==> src/rtl/core/assert_macros.svh <==
// Assertion macros shared by the RTL. Defining NO_ASSERTIONS removes every check.
`ifndef ASSERT_MACROS_SVH
`define ASSERT_MACROS_SVH

`ifndef NO_ASSERTIONS

`define ASSERT_ALWAYS(lbl, clk, rstn, prop) \
    lbl: assert property (@(posedge clk) disable iff (!rstn) (prop)) \
        else $error("%m: assertion failed");

`define ASSERT_NEXT(lbl, clk, rstn, ante, cons) \
    lbl: assert property (@(posedge clk) disable iff (!rstn) (ante) |=> (cons)) \
        else $error("%m: assertion failed");

`else

`define ASSERT_ALWAYS(lbl, clk, rstn, prop)

`define ASSERT_NEXT(lbl, clk, rstn, ante, cons)

`endif

`endif

==> src/rtl/core/mcpr_pkg.sv <==
`timescale 1ns / 1ps

package mcpr_pkg;

    localparam int SET_DEPTH_DEF = 64;
    localparam int PAGE_BITS_DEF = 20;

    localparam int SLOT_W = 6;
    localparam int CFG_W  = 7;

    localparam logic [CFG_W-1:0] SET_SIZE_RST = 7'd64;

    localparam logic OP_ACCESS = 1'b0;
    localparam logic OP_FAULT  = 1'b1;

    typedef struct packed {
        logic touch;
        logic touch_wr;
        logic clear_used;
        logic place;
        logic place_mod;
    } flag_cmd_t;

    typedef struct packed {
        logic valid;
        logic used;
        logic modified;
    } flag_t;

endpackage

==> src/rtl/core/mcpr_ram.sv <==
`timescale 1ns / 1ps

module mcpr_ram #(
    parameter int WIDTH = mcpr_pkg::PAGE_BITS_DEF,
    parameter int DEPTH = mcpr_pkg::SET_DEPTH_DEF
) (
    input  logic                     clk,
    input  logic                     we,
    input  logic [$clog2(DEPTH)-1:0] waddr,
    input  logic [WIDTH-1:0]         wdata,
    input  logic                     re,
    input  logic [$clog2(DEPTH)-1:0] raddr,
    output logic [WIDTH-1:0]         rdata
);

    logic [WIDTH-1:0] mem_reg [DEPTH];
    logic [WIDTH-1:0] rdata_reg;

    always_ff @(posedge clk)
    begin
        if (we)
        begin
            mem_reg[waddr] <= wdata;
        end
        if (re)
        begin
            rdata_reg <= mem_reg[raddr];
        end
    end

    assign rdata = rdata_reg;

endmodule

==> src/rtl/core/mcpr_flags.sv <==
`timescale 1ns / 1ps

module mcpr_flags #(
    parameter int SET_DEPTH = mcpr_pkg::SET_DEPTH_DEF
) (
    input  logic                         clk,
    input  logic                         rst_n,
    input  logic [$clog2(SET_DEPTH)-1:0] addr,
    input  mcpr_pkg::flag_cmd_t          cmd,
    output mcpr_pkg::flag_t              rd
);

    logic [SET_DEPTH-1:0] valid_reg;
    logic [SET_DEPTH-1:0] used_reg;
    logic [SET_DEPTH-1:0] mod_reg;

    assign rd.valid    = valid_reg[addr];
    assign rd.used     = used_reg[addr];
    assign rd.modified = mod_reg[addr];

    always_ff @(posedge clk or negedge rst_n)
    begin
        if (!rst_n)
        begin
            valid_reg <= '0;
            used_reg  <= '0;
            mod_reg   <= '0;
        end
        else
        begin
            if (cmd.touch && valid_reg[addr])
            begin
                used_reg[addr] <= 1'b1;
                if (cmd.touch_wr)
                begin
                    mod_reg[addr] <= 1'b1;
                end
            end
            if (cmd.clear_used)
            begin
                used_reg[addr] <= 1'b0;
            end
            if (cmd.place)
            begin
                valid_reg[addr] <= 1'b1;
                used_reg[addr]  <= 1'b1;
                mod_reg[addr]   <= cmd.place_mod;
            end
        end
    end

endmodule

==> src/rtl/core/mcpr_seq.sv <==
`timescale 1ns / 1ps

module mcpr_seq #(
    parameter int SET_DEPTH = mcpr_pkg::SET_DEPTH_DEF,
    parameter int PAGE_BITS = mcpr_pkg::PAGE_BITS_DEF
) (
    input  logic                             clk,
    input  logic                             rst_n,
    input  logic [$clog2(SET_DEPTH+1)-1:0]   size,
    input  logic                             in_valid,
    output logic                             in_stall,
    input  logic                             operation,
    input  logic [PAGE_BITS-1:0]             page_number,
    input  logic [$clog2(SET_DEPTH)-1:0]     slot_index,
    input  logic                             is_write,
    output logic                             out_valid,
    input  logic                             out_stall,
    output logic [$clog2(SET_DEPTH)-1:0]     placed_slot,
    output logic                             evicted,
    output logic [PAGE_BITS-1:0]             evicted_page,
    output logic                             evicted_dirty,
    output logic [$clog2(SET_DEPTH)-1:0]     flag_addr,
    output mcpr_pkg::flag_cmd_t              flag_cmd,
    input  mcpr_pkg::flag_t                  flag_rd,
    output logic                             ram_we,
    output logic [$clog2(SET_DEPTH)-1:0]     ram_waddr,
    output logic [PAGE_BITS-1:0]             ram_wdata,
    output logic                             ram_re,
    output logic [$clog2(SET_DEPTH)-1:0]     ram_raddr,
    input  logic [PAGE_BITS-1:0]             ram_rdata
);

    localparam int IDX_W  = $clog2(SET_DEPTH);
    localparam int CNT_W  = $clog2(SET_DEPTH + 1);
    localparam int WIDE_W = CNT_W + 1;

    typedef enum logic [1:0] {
        ST_IDLE,
        ST_SCAN,
        ST_READ,
        ST_WRITE
    } state_t;

    state_t                      state_reg,   state_next;
    logic [IDX_W-1:0]            hand_reg,    hand_next;
    logic [CNT_W-1:0]            filled_reg,  filled_next;
    logic [IDX_W-1:0]            idx_reg,     idx_next;
    logic [IDX_W-1:0]            cnt_reg,     cnt_next;
    logic                        phase_reg,   phase_next;
    logic [PAGE_BITS-1:0]        page_reg,    page_next;
    logic                        wr_reg,      wr_next;
    logic                        evict_reg,   evict_next;
    logic                        dirty_reg,   dirty_next;
    logic                        ovalid_reg,  ovalid_next;
    logic [IDX_W-1:0]            oslot_reg,   oslot_next;
    logic                        oevict_reg,  oevict_next;
    logic [PAGE_BITS-1:0]        opage_reg,   opage_next;
    logic                        odirty_reg,  odirty_next;

    logic [IDX_W-1:0] hand_eff;
    logic [IDX_W-1:0] idx_inc;
    logic             found;
    logic             pass_end;

    assign in_stall      = (state_reg != ST_IDLE);
    assign out_valid     = ovalid_reg;
    assign placed_slot   = oslot_reg;
    assign evicted       = oevict_reg;
    assign evicted_page  = opage_reg;
    assign evicted_dirty = odirty_reg;

    assign hand_eff = (WIDE_W'(hand_reg) >= WIDE_W'(size)) ? '0 : hand_reg;
    assign idx_inc  = ((WIDE_W'(idx_reg) + WIDE_W'(1)) == WIDE_W'(size)) ? '0
                    : idx_reg + IDX_W'(1);
    assign pass_end = ((WIDE_W'(cnt_reg) + WIDE_W'(1)) == WIDE_W'(size));
    assign found    = !flag_rd.valid
                    || (!phase_reg && !flag_rd.used && !flag_rd.modified)
                    || (phase_reg && !flag_rd.used);

    always_comb
    begin
        state_next  = state_reg;
        hand_next   = hand_reg;
        filled_next = filled_reg;
        idx_next    = idx_reg;
        cnt_next    = cnt_reg;
        phase_next  = phase_reg;
        page_next   = page_reg;
        wr_next     = wr_reg;
        evict_next  = evict_reg;
        dirty_next  = dirty_reg;
        ovalid_next = ovalid_reg;
        oslot_next  = oslot_reg;
        oevict_next = oevict_reg;
        opage_next  = opage_reg;
        odirty_next = odirty_reg;
        flag_addr   = idx_reg;
        flag_cmd    = '0;
        ram_we      = 1'b0;
        ram_waddr   = idx_reg;
        ram_wdata   = page_reg;
        ram_re      = 1'b0;
        ram_raddr   = idx_reg;

        if (ovalid_reg && !out_stall)
        begin
            ovalid_next = 1'b0;
        end

        case (state_reg)
            ST_IDLE:
            begin
                flag_addr = slot_index;
                if (in_valid)
                begin
                    if (operation == mcpr_pkg::OP_ACCESS)
                    begin
                        flag_cmd.touch    = (WIDE_W'(slot_index) < WIDE_W'(SET_DEPTH));
                        flag_cmd.touch_wr = is_write;
                    end
                    else
                    begin
                        page_next  = page_number;
                        wr_next    = is_write;
                        idx_next   = hand_eff;
                        cnt_next   = '0;
                        phase_next = 1'b0;
                        state_next = (filled_reg < size) ? ST_READ : ST_SCAN;
                    end
                end
            end
            ST_SCAN:
            begin
                if (found)
                begin
                    state_next = ST_READ;
                end
                else
                begin
                    flag_cmd.clear_used = phase_reg;
                    idx_next = idx_inc;
                    if (pass_end)
                    begin
                        cnt_next   = '0;
                        phase_next = !phase_reg;
                    end
                    else
                    begin
                        cnt_next = cnt_reg + IDX_W'(1);
                    end
                end
            end
            ST_READ:
            begin
                ram_re     = 1'b1;
                evict_next = flag_rd.valid;
                dirty_next = flag_rd.modified;
                state_next = ST_WRITE;
            end
            ST_WRITE:
            begin
                if (!ovalid_reg || !out_stall)
                begin
                    ram_we             = 1'b1;
                    flag_cmd.place     = 1'b1;
                    flag_cmd.place_mod = wr_reg;
                    ovalid_next        = 1'b1;
                    oslot_next         = idx_reg;
                    oevict_next        = evict_reg;
                    opage_next         = evict_reg ? ram_rdata : '0;
                    odirty_next        = evict_reg && dirty_reg;
                    hand_next          = idx_inc;
                    if (!evict_reg && (WIDE_W'(filled_reg) < WIDE_W'(SET_DEPTH)))
                    begin
                        filled_next = filled_reg + CNT_W'(1);
                    end
                    state_next = ST_IDLE;
                end
            end
            default:
            begin
                state_next = ST_IDLE;
            end
        endcase
    end

    always_ff @(posedge clk or negedge rst_n)
    begin
        if (!rst_n)
        begin
            state_reg  <= ST_IDLE;
            hand_reg   <= '0;
            filled_reg <= '0;
            ovalid_reg <= 1'b0;
        end
        else
        begin
            state_reg  <= state_next;
            hand_reg   <= hand_next;
            filled_reg <= filled_next;
            ovalid_reg <= ovalid_next;
        end
    end

    always_ff @(posedge clk)
    begin
        idx_reg    <= idx_next;
        cnt_reg    <= cnt_next;
        phase_reg  <= phase_next;
        page_reg   <= page_next;
        wr_reg     <= wr_next;
        evict_reg  <= evict_next;
        dirty_reg  <= dirty_next;
        oslot_reg  <= oslot_next;
        oevict_reg <= oevict_next;
        opage_reg  <= opage_next;
        odirty_reg <= odirty_next;
    end

endmodule

==> src/rtl/core/modified_clock_page_replacer.sv <==
// An access transaction is taken while idle and gives no result.
// A fault transaction reads and writes the slot at the hand while the set is not full; when
// full, the scan tests one slot a cycle over at most three passes and one slot, then reads
// and writes the found slot. A write waits while a result is stalled; one fault at a time.
// Reset is asynchronous and active low: flags, hand and fill count clear, size is the depth.
// The page store is not cleared; no clearing pass is run.
`timescale 1ns / 1ps

`include "assert_macros.svh"

module modified_clock_page_replacer #(
    parameter int SET_DEPTH = mcpr_pkg::SET_DEPTH_DEF,
    parameter int PAGE_BITS = mcpr_pkg::PAGE_BITS_DEF
) (
    input  logic                           clk,
    input  logic                           rst_n,
    input  logic                           cfg_write,
    input  logic [$clog2(SET_DEPTH+1)-1:0] set_size,
    input  logic                           in_valid,
    output logic                           in_stall,
    input  logic                           operation,
    input  logic [PAGE_BITS-1:0]           page_number,
    input  logic [$clog2(SET_DEPTH)-1:0]   slot_index,
    input  logic                           is_write,
    output logic                           out_valid,
    input  logic                           out_stall,
    output logic [$clog2(SET_DEPTH)-1:0]   placed_slot,
    output logic                           evicted,
    output logic [PAGE_BITS-1:0]           evicted_page,
    output logic                           evicted_dirty
);

    localparam int IDX_W  = $clog2(SET_DEPTH);
    localparam int CNT_W  = $clog2(SET_DEPTH + 1);
    localparam int WIDE_W = CNT_W + 1;

    logic [CNT_W-1:0]           set_size_reg;
    logic [CNT_W-1:0]           size;
    logic [IDX_W-1:0]           flag_addr;
    mcpr_pkg::flag_cmd_t        flag_cmd;
    mcpr_pkg::flag_t            flag_rd;
    logic                       ram_we;
    logic [IDX_W-1:0]           ram_waddr;
    logic [PAGE_BITS-1:0]       ram_wdata;
    logic                       ram_re;
    logic [IDX_W-1:0]           ram_raddr;
    logic [PAGE_BITS-1:0]       ram_rdata;

    always_ff @(posedge clk or negedge rst_n)
    begin
        if (!rst_n)
        begin
            set_size_reg <= CNT_W'(SET_DEPTH);
        end
        else if (cfg_write)
        begin
            set_size_reg <= set_size;
        end
    end

    // The active size is the register value held within one and the table depth.
    always_comb
    begin
        if (set_size_reg == '0)
        begin
            size = CNT_W'(1);
        end
        else if (WIDE_W'(set_size_reg) > WIDE_W'(SET_DEPTH))
        begin
            size = CNT_W'(SET_DEPTH);
        end
        else
        begin
            size = set_size_reg;
        end
    end

    mcpr_seq #(
        .SET_DEPTH (SET_DEPTH),
        .PAGE_BITS (PAGE_BITS)
    ) u_seq (
        .clk           (clk),
        .rst_n         (rst_n),
        .size          (size),
        .in_valid      (in_valid),
        .in_stall      (in_stall),
        .operation     (operation),
        .page_number   (page_number),
        .slot_index    (slot_index),
        .is_write      (is_write),
        .out_valid     (out_valid),
        .out_stall     (out_stall),
        .placed_slot   (placed_slot),
        .evicted       (evicted),
        .evicted_page  (evicted_page),
        .evicted_dirty (evicted_dirty),
        .flag_addr     (flag_addr),
        .flag_cmd      (flag_cmd),
        .flag_rd       (flag_rd),
        .ram_we        (ram_we),
        .ram_waddr     (ram_waddr),
        .ram_wdata     (ram_wdata),
        .ram_re        (ram_re),
        .ram_raddr     (ram_raddr),
        .ram_rdata     (ram_rdata)
    );

    mcpr_flags #(
        .SET_DEPTH (SET_DEPTH)
    ) u_flags (
        .clk   (clk),
        .rst_n (rst_n),
        .addr  (flag_addr),
        .cmd   (flag_cmd),
        .rd    (flag_rd)
    );

    mcpr_ram #(
        .WIDTH (PAGE_BITS),
        .DEPTH (SET_DEPTH)
    ) u_page_ram (
        .clk   (clk),
        .we    (ram_we),
        .waddr (ram_waddr),
        .wdata (ram_wdata),
        .re    (ram_re),
        .raddr (ram_raddr),
        .rdata (ram_rdata)
    );

    // A result only appears at the end of a fault, while the input side is held off.
    `ASSERT_ALWAYS(a_result_from_fault, clk, rst_n, $rose(out_valid) |-> $past(in_stall))
    `ASSERT_NEXT(a_fault_busy, clk, rst_n, in_valid && !in_stall && (operation == mcpr_pkg::OP_FAULT), in_stall)
    `ASSERT_NEXT(a_access_single, clk, rst_n, in_valid && !in_stall && (operation == mcpr_pkg::OP_ACCESS), !in_stall)

endmodule
==> config.mk <==
export PLATFORM = sky130hd
export DESIGN_NAME = modified_clock_page_replacer
export DESIGN_NICKNAME = d
export VERILOG_FILES = /design/src/rtl/core/mcpr_pkg.sv /design/src/rtl/core/mcpr_ram.sv /design/src/rtl/core/mcpr_flags.sv /design/src/rtl/core/mcpr_seq.sv /design/src/rtl/core/modified_clock_page_replacer.sv
export VERILOG_INCLUDE_DIRS = /design/src /design/src/rtl/core
export SDC_FILE = /design/constraint.sdc
export NUM_CORES = 2
export LEC_CHECK = 0
export BUFFER_PORTS_ARGS = -buffer_cell sky130_fd_sc_hd__buf_4
export CORE_ASPECT_RATIO = 0.75
export CORE_MARGIN = 2
export CORE_UTILIZATION = 56
export DETAILED_ROUTE_END_ITERATION = 8
export PLACE_DENSITY_LB_ADDON = 0.25
export REMOVE_ABC_BUFFERS = 1
export SETUP_SLACK_MARGIN = 0.15
export SYNTH_ARGS = -nofsm -noshare
export SYNTH_HDL_FRONTEND = slang
export SYNTH_SLANG_ARGS = --single-unit
export TNS_END_PERCENT = 10
==> constraint.sdc <==
create_clock -name clk -period 4.09 [get_ports clk]
set_input_delay 0 -clock clk [delete_from_list [all_inputs] [get_ports clk]]
set_output_delay 0 -clock clk [all_outputs]
set_load 0.01 [all_outputs]
==> results.ini <==
[outcome]
status=finished, final reports clean

[clock_network]
htreeDepth=4
clk_pin_slew_ps=60
clk_latency_ps=780
cts_buffers=147
clock_sinks=1579
cts_tree=yes
clk_path_buf_depth=3
clock-root-buffer=clkbuf_16

[timing]
rsz0062_at_grt=yes
setup_viol=0
setup_tns_ps=0
relSlewSlack=0.185
fin_skew_ps=29.6
worst_slack_ps=177
whs_ps=133
final.min_clock_period_ps=3910
final-hold-violation-count=0
fin_crit_sh=0.957
slew_violations=0
clock.fmax_mhz=256
worstMarginPinSlew_ps=1220

[min_path]
hp-class=input pin to register

[global_route]
grt_max_degree=110
grt_pass1_vias=37076
antenna_found_initial=12
grt_overflow=0
grt_pass1_wl_mm=265
grtUsageTotal=0.335

[synthesis]
yosysSeqAreaShare=0.769
synth-edff-count=1364
synth-seq-cells=1579
netlist_area_um2=60300
synth-main-ff-cell=edfxtp_1
ys_types=79
ys_warn_count=0
ys_async_sr_fraction=0.136
synth_cells=3735
synth_area_per_cell_um2=16.1

[cells_and_area]
fin_nets=4265
n_fill_cell=7142
fin_cells=5751
fin_area_um2=71100
largest_register_ff_count=1280
drive_above_1_share=0.196
syn2layout_area_growth_pct=17.9

[setup_path]
path_class=register to register
cp.required_ps=4590
reg2reg_setup_slack_ps=180
cp-start-kind=register
cp_data_arrival_time_ps=4410
cp_max_fo=12
end_kind=register

[run]
drv_cap=0

[floorplan]
core_um2=107000
rows=104
die_w_um=383
ios=70
dieArea_um2=110000
start_util=0.563
die_h_um=288

[drt]
drt_pass1_iterations=7
avgRoutedWirePerCell_um=32.4
drt-total-wl_mm=186
drtIter0Drc=6851
drtAntennaViolNets=0
drc_errors=0
vias_per_cell=6.87
routed-via-count=39529

[placed_design]
dp_hpwl_mm=115
portBuffers=69
pre_cts_ws_ps=-44.2
place_inst=5406
place_area_um2=65500
gp_congestion=0.978

[power]
power_density_nw_per_um2=717
ir_drop_uv=513
internal_power_w=0.0328
switchingPower_w=0.0182
leakage_nw=24.1
power_frac_comb=0.340
clockPowerShare=0.266
switching_share=0.357
seq_power_share=0.394

kinds of logic (layout without fill, tap and decap cells):
family	Yosys count	count (layout)	synth area share
buffers and inverters	259	842	0.0178
other	0	2	0
AO/OA/AOI/OAI	1266	1266	0.150
adder cells (fa/ha/maj)	20	20	0.00415
multiplexers	98	98	0.0188
AND/OR/NAND/NOR	488	488	0.0371
XOR/XNOR	25	25	0.00363
flip-flops	1579	1579	0.769
cells in the mapped netlist (24+ instances only):
cell	count	area, um^2
a221oi_1	97	850
nor2_1	197	739
a21oi_1	305	1530
a41oi_1	41	359
o21ai_0	35	175
buf_2	24	120
mux2i_1	53	531
mux2_2	34	383
a22oi_1	423	3180
nand2_1	116	435
buf_1	43	161
nand3_1	41	205
clkbuf_1	158	593
o21bai_1	49	368
dfrtp_1	214	5360
a31oi_1	65	407
edfxtp_1	1364	41000
a22o_1	80	701
and2_1	25	156
nand4_1	34	213
critical path, cell delays in order (launching register included):
cell       delay, ps
dfrtp_1          400
inv_1            180
ha_4             210
buf_12           150
mux2i_4          370
buf_6            210
mux2_2           340
a32oi_1          150
o221ai_1         200
a222oi_1         510
nand4_1          160
buf_4            200
a21bo_1          190
a2bb2oi_2        190
nor2_2           170
stage by stage:
stage	util	power, W
floorplan	-	0.0284
global placement	0.612	0.0367
detailed placement	0.612	0.0368
CTS	0.663	0.0503
global route	0.664	0.0524
finish	0.664	0.0510
per-layer routing:
metal	global-route usage	part of all wire	vias to the layer above
met5	0	0.00047	-
met4	0.112	0.035	6
met3	0.0953	0.15	416
met2	0.479	0.43	3125
met1	0.498	0.39	19827
li1	-	-	16155
layout make-up:
cell class                      count  area (um^2)  area share
Inverter                           25         93.8     0.00132
Timing Repair Buffer              555         5010      0.0705
Multi-Input combinational cell   1897        13200       0.185
Antenna cell                        2         5.00   0.0000704
Sequential cell                  1579        46300       0.652
Clock inverter                     84          782      0.0110
Tap cell                         1431         1790      0.0252
Clock buffer                      178         3920      0.0551
path summary, 6_finish.rpt:
path                                            start  cells after the start                    end
worst max-delay path               u_seq.state_reg[0]                     14       u_seq.cnt_reg[2]
worst min register to register  u_flags.valid_reg[63]                      1  u_flags.valid_reg[63]
worst max register to register     u_seq.state_reg[0]                     14       u_seq.cnt_reg[2]
min in group asynchronous                       rst_n                      3        set_size_reg[6]
max in group asynchronous                       rst_n                      4        set_size_reg[3]
worst min-delay path                    slot_index[1]                      5  u_flags.valid_reg[58]
layout by cell type (no fill, tap or decap), types with 34 or more instances in the layout:
cell type	Yosys	layout
o21ai_0	35	35
mux2i_1	53	53
a22o_1	80	80
mux2_2	34	34
a31oi_1	65	65
a21oi_1	305	305
clkbuf_16	0	152
edfxtp_1	1364	1364
clkinv_1	0	35
o21bai_1	49	49
a22oi_1	423	423
nand4_1	34	34
dfrtp_1	214	214
a41oi_1	41	41
buf_12	0	48
nand2_1	116	116
dlygate4sd3_1	0	77
nor2_2	0	65
nand3_1	41	41
nor2_1	197	124
a221oi_1	97	96
buf_4	0	425
what timing repair did:
item	4_1_cts	5_1_grt
gates resized for setup	2	6
buffers inserted	1	1
hold endpoints to repair	343	0
pin swaps	2	2
hold buffers	78	0
cloned	0	1
endpoints found under the setup margin	13	144
power groups by stage:
stage	Sequential [W]	Combinational [W]	Clock (W)
final	0.0201	0.0173	0.0136
after global routing	0.0201	0.0180	0.0143
after CTS	0.0200	0.0167	0.0136
after detailed placement	0.0203	0.0165	0
after global placement	0.0203	0.0163	0
after floorplan	0.0204	0.00795	0
(Power assumes the default switching activity.)
